File: config.mk
export PLATFORM = sky130hd
export DESIGN_NAME = sbq_sched
export DESIGN_NICKNAME = d
export VERILOG_FILES = /design/src/rtl/sbq_pkg.sv /design/src/rtl/sbq_sched.sv
export SDC_FILE = /design/constraint.sdc
export NUM_CORES = 1
export LEC_CHECK = 0
export BUFFER_PORTS_ARGS = -buffer_cell sky130_fd_sc_hd__buf_4
export CORE_AREA = 2 2 73 110
export CTS_CLUSTER_SIZE = 28
export DETAILED_ROUTE_END_ITERATION = 7
export DIE_AREA = 0 0 75 112
export HOLD_SLACK_MARGIN = 0.05
export PLACE_DENSITY = 0.79
export RECOVER_POWER = 50
export SYNTH_ARGS = -nofsm -noshare
export SYNTH_HDL_FRONTEND = slang
export SYNTH_SLANG_ARGS = --single-unit
File: constraint.sdc
create_clock -name aclk -period 6.1 [get_ports aclk]
set_input_delay 0.61 -clock aclk [delete_from_list [all_inputs] [get_ports aclk]]
set_output_delay 0.61 -clock aclk [all_outputs]
set_load 0.02 [all_outputs]
File: src/rtl/sbq_pkg.sv
// ============================================================================
// sbq_pkg
// Types and constants shared by the strict-priority band queue.
// ============================================================================
package sbq_pkg;

    localparam logic [1:0] MODE_ENQ  = 2'd0;
    localparam logic [1:0] MODE_DEQ  = 2'd1;
    localparam logic [1:0] MODE_PEEK = 2'd2;

    localparam int CFG_IDX_W  = 1;
    localparam int CFG_DATA_W = 32;

    localparam logic [CFG_IDX_W-1:0] CFG_PRIORITY_MAP  = 1'd0;
    localparam logic [CFG_IDX_W-1:0] CFG_BAND_CAPACITY = 1'd1;

    localparam logic [31:0] MAP_RESET = 32'h5555_09A4;
    localparam logic [6:0]  CAP_RESET = 7'd64;

    typedef struct packed {
        logic [1:0]  mode;
        logic [31:0] packet_data;
        logic        has_priority;
        logic [3:0]  priority_req;
        logic        filter_matched;
        logic [3:0]  filter_class;
    } in_word_t;

    typedef struct packed {
        logic        accepted;
        logic        out_valid;
        logic [31:0] out_data;
        logic [1:0]  out_band;
    } out_word_t;

    // per-item decision handed from the scheduler to the result stage
    typedef struct packed {
        logic       accepted;
        logic       found;
        logic [1:0] band;
    } sched_res_t;

endpackage

File: src/rtl/sbq_sched.sv
// ============================================================================
// sbq_sched
// Band selection, per-band pointers and counts, storage addressing.
// ============================================================================
module sbq_sched #(
    parameter int NUM_BANDS  = 3,
    parameter int BAND_DEPTH = 64
) (
    input  logic                                 aclk,
    input  logic                                 aresetn,
    input  logic                                 act,
    input  sbq_pkg::in_word_t                    item,
    input  logic [31:0]                          priority_map,
    input  logic [6:0]                           band_capacity,
    output sbq_pkg::sched_res_t                  res,
    output logic                                 ram_we,
    output logic [$clog2(NUM_BANDS*BAND_DEPTH)-1:0] ram_waddr,
    output logic                                 ram_re,
    output logic [$clog2(NUM_BANDS*BAND_DEPTH)-1:0] ram_raddr
);

    localparam int BW    = $clog2(NUM_BANDS);
    localparam int PTR_W = (BAND_DEPTH > 1) ? $clog2(BAND_DEPTH) : 1;
    localparam int CNT_W = $clog2(BAND_DEPTH + 1);
    localparam int CMP_W = (CNT_W > 7) ? CNT_W : 7;
    localparam int AW    = $clog2(NUM_BANDS * BAND_DEPTH);

    logic [PTR_W-1:0] head_reg  [NUM_BANDS];
    logic [PTR_W-1:0] tail_reg  [NUM_BANDS];
    logic [CNT_W-1:0] count_reg [NUM_BANDS];

    logic             is_enq, is_deq, is_peek;
    logic [BW-1:0]    enq_band, first_band, sel;
    logic             any_nonempty, room;
    logic [CMP_W-1:0] cap_eff;
    logic             do_push, do_pop;
    logic [PTR_W-1:0] head_sel, tail_sel;

    function automatic logic [BW-1:0] map_lookup(input logic [31:0] map,
                                                 input logic [3:0] prio);
        logic [1:0] entry;
        entry = map[{prio, 1'b0} +: 2];
        if ({3'b0, entry} < 5'(NUM_BANDS)) begin
            return BW'(entry);
        end
        return BW'(NUM_BANDS - 1);
    endfunction

    function automatic logic [PTR_W-1:0] wrap_next(input logic [PTR_W-1:0] p);
        if (p == PTR_W'(BAND_DEPTH - 1)) begin
            return '0;
        end
        return p + PTR_W'(1);
    endfunction

    assign is_enq  = (item.mode == sbq_pkg::MODE_ENQ);
    assign is_deq  = (item.mode == sbq_pkg::MODE_DEQ);
    assign is_peek = (item.mode == sbq_pkg::MODE_PEEK);

    always_comb begin
        if (item.filter_matched) begin
            if ({1'b0, item.filter_class} < 5'(NUM_BANDS)) begin
                enq_band = BW'(item.filter_class);
            end else begin
                enq_band = map_lookup(priority_map, 4'd0);
            end
        end else if (item.has_priority) begin
            enq_band = map_lookup(priority_map, item.priority_req);
        end else begin
            enq_band = map_lookup(priority_map, 4'd0);
        end
    end

    always_comb begin
        any_nonempty = 1'b0;
        first_band   = '0;
        for (int i = NUM_BANDS - 1; i >= 0; i--) begin
            if (count_reg[i] != '0) begin
                any_nonempty = 1'b1;
                first_band   = BW'(i);
            end
        end
    end

    assign sel      = is_enq ? enq_band : first_band;
    assign head_sel = head_reg[sel];
    assign tail_sel = tail_reg[sel];

    assign cap_eff = (CMP_W'(band_capacity) > CMP_W'(BAND_DEPTH)) ?
                     CMP_W'(BAND_DEPTH) : CMP_W'(band_capacity);
    assign room    = CMP_W'(count_reg[sel]) < cap_eff;

    assign do_push = act && is_enq && room;
    assign do_pop  = act && is_deq && any_nonempty;

    assign ram_we    = do_push;
    assign ram_re    = act && (is_deq || is_peek) && any_nonempty;
    assign ram_waddr = AW'(AW'(sel) * AW'(BAND_DEPTH) + AW'(tail_sel));
    assign ram_raddr = AW'(AW'(sel) * AW'(BAND_DEPTH) + AW'(head_sel));

    always_comb begin
        res.accepted = is_enq && room;
        res.found    = (is_deq || is_peek) && any_nonempty;
        if (is_enq) begin
            res.band = 2'(enq_band);
        end else if (res.found) begin
            res.band = 2'(first_band);
        end else begin
            res.band = 2'd0;
        end
    end

    always_ff @(posedge aclk) begin
        if (!aresetn) begin
            for (int i = 0; i < NUM_BANDS; i++) begin
                head_reg[i]  <= '0;
                tail_reg[i]  <= '0;
                count_reg[i] <= '0;
            end
        end else begin
            if (do_push) begin
                tail_reg[sel]  <= wrap_next(tail_sel);
                count_reg[sel] <= count_reg[sel] + CNT_W'(1);
            end else if (do_pop) begin
                head_reg[sel]  <= wrap_next(head_sel);
                count_reg[sel] <= count_reg[sel] - CNT_W'(1);
            end
        end
    end

endmodule

==> results.yml, run 1 <==
logic_synthesis:
  synth_compound_area_frac: 0.149
  synth_top_family_by_area: "simple AND/OR/NAND/NOR gates"
  synth_simple_gate_area_share: 0.210
  yosys.area_share.adder: 0.0562
  synth-xor-area-share: 0.0213
  yosysWarnings: 0
  muxShareOfSynthArea: 0.0569
  syn_nets: 458
  yosysUniqueCellTypes: 57
  ys_async_sr_fraction: 0
  synthCells: 356
  synth_seq_area_share: 0.463
  synthesis.area_um2: 3700
  synth_edf_count: 57
  synth.avg_cell_area_um2: 10.4
  ys_ff_latch: 57
  synth-main-ff-cell: "edfxtp_1"
floorplanning:
  dieHeight_um: 112
  dieArea_um2: 8400
  rows: 39
  initial_core_util: 0.495
  die_x_um: 75
  core_region_area_um2: 7470
  io_pins: 108
cells_and_area:
  nets: 538
  areaGrowthSynthToFinish_pct: 22.6
  drive_above_1_share: 0.230
  n_antenna_cell: 0
  largest_register_ffs: 21
worst_setup_path:
  path_max_fanout: 8
  worst_setup_path_start_kind: "flip-flop"
  critical_path_class: "reg2reg"
  arrival_ps: 5810
  cp.required_ps: 6140
  critPathCaptureType: "flip-flop"
sta:
  slew_headroom: 0.397
  finalSetupTns_ps: 0
  worst_slew_pin_slew_ps: 894
  finalHoldViolCount: 0
  clock_skew_ps: 7.76
  finalWorstPathRequiredPeriod_ps: 5770
  fin_crit_sh: 0.946
  setup_viol: 0
  fmax_mhz: 173
  slew_viol_final: 0
  rsz0062_at_grt: "no"
detailed_routing:
  routed_wl_mm: 9.31
  vias: 3132
  ant_nets: 0
  dr.first_iter.drc_count: 167
  dr.pass1.iters: 5
  post_drt_wl_per_cell_um: 17.2
  routed_via_density: 5.78
  drc: 0
worst_hold_path:
  hold_path.class: "in2reg"
cts:
  ctsHoldBuffers: 0
  cts-buffers-inserted: 9
  cts_resized: 0
  clk_latency_ps: 330
  cts.sinks: 57
  clock_path_buffers: 2
  cts_root_buf: "clkbuf_16"
  cts_tree: "done"
  post_cts_buffers: 0
  htreeDepth: 3
  cts.clk_slew.worst_paths_ps: 50
global_route:
  grt_antenna_before_repair: 0
  grt_pass1_wl_mm: 15.0
  track_usage: 0.238
  grt_max_degree: 18
  overflow: 0
  grt_pass1_vias: 3166
power:
  fin_total_pwr_uw: 1150
  p_per_area_nw_per_um2: 253
  power.leakage_uw: 0.00186
  peakVddDrop_mv: 0.179
placement:
  place_hpwl_mm: 7.14
  place.gp.congestion: 0.943
  port_buffers: 75
status:
  outcome: "completed"
job:
  max_cap_violations: 0
## area by class of cell
type	count	area (um2)
Clock buffer	11	233
Clock inverter	4	21.3
Fill cell	648	2930
Inverter	17	63.8
Multi-Input combinational cell	269	1820
Sequential cell	57	1710
Tap cell	102	128
Timing Repair Buffer	82	556
## critical path: stages (launching register included)
cell      delay [ps]
edfxtp_1         400
or4_1            590
nor4_1           570
a21o_1           250
o21ai_4          100
inv_2            160
a211oi_4          70
a221o_1          360
ha_1             340
nand4_1          100
o21ai_0           80
or3_1            380
o21ai_0          270
a21o_1           140
inv_1             60
ha_1             340
nor2b_1          150
o21ai_0          150
nand2b_1         110
a21oi_1          160
nor2_1            60
nor2_1           130
xor2_1           190
xnor2_1          220
nor2_1            90
## cell families after synthesis
group	Yosys count
compound gates	74
xor+xnor	9
fa+ha+maj	16
buf+inv	30
flops	57
mux	12
simple gates	158
## per-layer routing
layer  up-vias  track usage  routed length [um]
li1       1496            -                   -
met1      1497        0.262                3360
met2       109        0.425                5150
met3        30       0.0380                 455
met4         0        0.118                 344
met5         -            0                   0
## metrics by stage
stage	worst slack, ps	utilization	hold WS (ps)	cells	cell area, um2
global route	13.4	0.607	886	542	4530
global placement	309	0.581	846	527	4340
finish	331	0.607	859	542	4530
floorplan	493	-	871	356	3700
detailed placement	185	0.581	868	527	4340
CTS	405	0.615	860	542	4590
## report_power, final
part           internal (uW)  total [uW]  switching [uW]
clock network            268         429             161
registers                451         459            7.43
logic                    104         259             155
total                    824        1150             323
## cells in the mapped netlist, drive strengths merged (2+ instances only)
master  number  share of area
or4          2         0.0041
o21a         2         0.0041
nand2b       6          0.010
clkbuf       2         0.0024
o211ai       3         0.0061
o22ai        4         0.0068
a31oi        5         0.0085
o21ai       16          0.025
nand2       26          0.027
a32o         2         0.0054
xor2         5          0.012
mux2i        3         0.0081
or3          6          0.010
nor4         3         0.0068
mux4         7          0.043
nor3         4         0.0054
nor2        65          0.068
a21oi       15          0.020
and4         3         0.0071
ha          15          0.051
nor3b        3         0.0061
nor2b        5         0.0085
a211oi       2         0.0074
buf         11          0.024
a21o         3         0.0061
a22oi        2         0.0041
and2        17          0.029
xnor2        4         0.0095
nand3        8          0.011
nand4        2         0.0034
a221o       13          0.037
edfxtp      57           0.46
a31o         2         0.0047
or2          2         0.0034
mux2         2         0.0061
inv         17          0.017
and3         6          0.010
## cells in the final DEF (no fill, tap or decap), drive strengths merged, types with 4 or more instances in the layout
cell type  Yosys  routed
and3           6       6
nand3          8       8
a21oi         15      15
buf           11      66
a31oi          5       5
and2          17      17
ha            15      15
or3            6       6
a221o         13      13
o21ai         16      16
mux4           7       7
nor2b          5       5
clkbuf         2      27
nand2         26      26
inv           17      17
xnor2          4       4
edfxtp        57      57
nor2          65      65
xor2           5       5
o22ai          4       4
nor3           4       4
nand2b         6       6
## path summary, 6_finish.rpt
kind                          end            start  slack, ps  depth (start not counted)
setup / recovery  count_reg[2][6]  count_reg[1][3]        330                         24
hold / removal     tail_reg[0][1]          aresetn        860                          2
hold reg to reg    tail_reg[1][4]   tail_reg[1][4]        880                          3
setup reg to reg  count_reg[2][6]  count_reg[1][3]        330                         24
(Power assumes the default switching activity.)
==> run 2, diff against run 1 <==
--- a/config.mk
+++ b/config.mk
@@ -5,13 +5,14 @@
 export SDC_FILE = /design/constraint.sdc
 export NUM_CORES = 1
 export LEC_CHECK = 0
+export ABC_AREA = 1
 export BUFFER_PORTS_ARGS = -buffer_cell sky130_fd_sc_hd__buf_4
-export CORE_AREA = 2 2 73 110
+export CORE_AREA = 2 2 74 112
 export CTS_CLUSTER_SIZE = 28
 export DETAILED_ROUTE_END_ITERATION = 7
-export DIE_AREA = 0 0 75 112
+export DIE_AREA = 0 0 76 114
 export HOLD_SLACK_MARGIN = 0.05
-export PLACE_DENSITY = 0.79
+export PLACE_DENSITY = 0.81
 export RECOVER_POWER = 50
 export SYNTH_ARGS = -nofsm -noshare
 export SYNTH_HDL_FRONTEND = slang
==> run 2 against run 1 <==
Compared with the run above: fmax up 8.2%; clock skew rose by 1.4 ps; routed wire length increased by 2.8%; critical endpoint is now count_reg[0][6]; final cell count is 23% higher; utilization increased by 0.35 points; first-iteration DRC count rose by 35%; via count grew 10%; non-clock buffer count decreased by 5; clock-buffer cell count did not move.
==> results.yml, run 2 <==
sta:
  slew_headroom: 0.519
  finalWorstPathRequiredPeriod_ps: 5330
  fmax_mhz: 187
  slew_viol_final: 0
  fin_crit_sh: 0.874
  clock_skew_ps: 9.18
  setup_viol: 0
  finalSetupTns_ps: 0
  rsz0062_at_grt: "no"
  worst_slew_pin_slew_ps: 713
  finalHoldViolCount: 0
worst_setup_path:
  reg2reg_slack_ps: 770
  path_max_fanout: 20
  worst_r2r_startpoint: "count_reg[0][2]"
  arrival_ps: 5410
  timing.rr.end: "count_reg[0][6]"
  worstSetupEndpoint: "count_reg[0][6]"
  critPathCaptureType: "flip-flop"
  worst_setup_path_start_kind: "flip-flop"
  cp.required_ps: 6170
  r2r_cells: 25
  critical_path_class: "reg2reg"
  cp-startpoint: "count_reg[0][2]"
logic_synthesis:
  ys_async_sr_fraction: 0
  synth_top_area_cell: "edfxtp_1"
  synth_edf_count: 57
  yosysUniqueCellTypes: 48
  synth.avg_cell_area_um2: 8.31
  syn_nets: 580
  synth_commonest_cells: "nand2_1 (105), nor2_1 (96), inv_1 (58), edfxtp_1 (57), nand3_1 (27)"
  synth-main-ff-cell: "edfxtp_1"
  synthCells: 478
  yosysMostFrequentCell: "nand2_1"
  synth_area_leaders: "edfxtp_1 (43%), nand2_1 (9.9%), nor2_1 (9.1%)"
  yosysWarnings: 0
  synthesis.area_um2: 3970
  yosys.area.top_type_share: 0.431
  ys_ff_latch: 57
  synth_seq_area_share: 0.431
detailed_routing:
  dr.pass1.iters: 5
  routed_via_density: 5.19
  routed_wl_mm: 9.58
  dr.first_iter.drc_count: 225
  ant_nets: 0
  vias: 3449
  post_drt_wl_per_cell_um: 14.4
  drc: 0
placement:
  dp.cells: 650
  place.gp.congestion: 0.853
  dpl_cell_area_um2: 4580
  port_buffers: 75
  place_hpwl_mm: 7.31
floorplanning:
  rows: 40
  io_pins: 108
  dieArea_um2: 8660
  initial_core_util: 0.512
  core_region_area_um2: 7760
  die_x_um: 76
  dieHeight_um: 114
cells_and_area:
  final_cell_mix: "nand2_1 (114), nor2_1 (96), buf_4 (72), inv_1 (59), edfxtp_1 (57)"
  n_antenna_cell: 0
  largest_register_ffs: 21
  stdcell_count: 665
  areaGrowthSynthToFinish_pct: 19.2
  layout_commonest_cell: "nand2_1"
  design_area_um2: 4740
  drive_above_1_share: 0.207
  nets: 658
power:
  power.leakage_uw: 0.00225
  peakVddDrop_mv: 0.363
  fin_total_pwr_uw: 1250
  p_per_area_nw_per_um2: 263
global_route:
  grt_pass1_vias: 3496
  overflow: 0
  grt_max_degree: 21
  grt_antenna_before_repair: 0
  track_usage: 0.228
  grt_pass1_wl_mm: 15.3
cts:
  post_cts_buffers: 0
  cts_tree: "done"
  cts.clk_slew.worst_paths_ps: 50
  clock_path_buffers: 2
  cts_resized: 0
  cts.sinks: 57
  htreeDepth: 3
  cts_root_buf: "clkbuf_16"
  clk_latency_ps: 330
  cts-buffers-inserted: 9
  ctsHoldBuffers: 0
worst_hold_path:
  hold_path.class: "reg2reg"
status:
  outcome: "completed"
job:
  max_cap_violations: 0
run 2: cells by family after synthesis:
logic type / Yosys count / synth area share
buffers and inverters: 77 / 0.0929
AO/OA/AOI/OAI: 39 / 0.0649
AND/OR/NAND/NOR: 279 / 0.337
XOR/XNOR: 10 / 0.0220
flip-flops: 57 / 0.431
adder cells (fa/ha/maj): 16 / 0.0523
run 2: critical path: stages (launching register included):
cell	delay, ps
edfxtp_1	400
nor2_1	130
nand2_1	60
nor4_1	320
nand2_1	180
o21ai_0	610
buf_4	400
nand2_1	120
nand3_1	160
ha_1	260
nand2_1	90
nor2_1	50
a211oi_1	350
nand3_2	160
nand2_1	200
inv_4	90
ha_1	360
nand2_1	60
o21ai_0	250
a21oi_1	100
nor2_1	110
nor2_1	60
xnor2_1	210
nand3_1	110
nand2_1	180
nor2_1	60
run 2: area by class of cell:
class                      instances  area, um2
fill                             667       3020
tap                              105        131
clock buffer                      11        233
timing repair buffer              77        559
clock inverter                     4       68.8
sequential                        57       1710
multi-input combinational        344       1770
inverter                          67        264
run 2: through the flow:
stage | hold slack [ps] | worst slack (ps) | util
4_1_cts | 779 | 718 | 0.629
6_report | 832 | 766 | 0.611
2_1_floorplan | 795 | 1260 | -
3_3_place_gp | 758 | 637 | 0.590
5_1_grt | 877 | 266 | 0.611
3_5_place_dp | 766 | 477 | 0.590
run 2: worst min-delay path by stage:
stage                   start              to  depth (start not counted)
6_report       head_reg[0][2]  head_reg[1][2]                          4
4_1_cts        head_reg[0][2]  head_reg[1][2]                          4
5_1_grt        head_reg[0][0]  head_reg[1][0]                          4
2_1_floorplan  head_reg[0][0]  head_reg[0][0]                          4
3_5_place_dp   head_reg[0][2]  head_reg[1][2]                          4
3_3_place_gp   head_reg[0][2]  head_reg[2][2]                          4
run 2: per-layer routing:
metal | global-route usage | up-vias | routed length (um)
met3 | 0.0514 | 36 | 637
met4 | 0.153 | 0 | 439
li1 | - | 1709 | -
met2 | 0.443 | 151 | 5200
met5 | 0 | - | 0
met1 | 0.209 | 1553 | 3300
run 2: power by group:
| group | internal (uW) | switching, uW |
|---|---|---|
| combinational | 99.3 | 177 |
| clock | 352 | 159 |
| sequential | 451 | 7.26 |
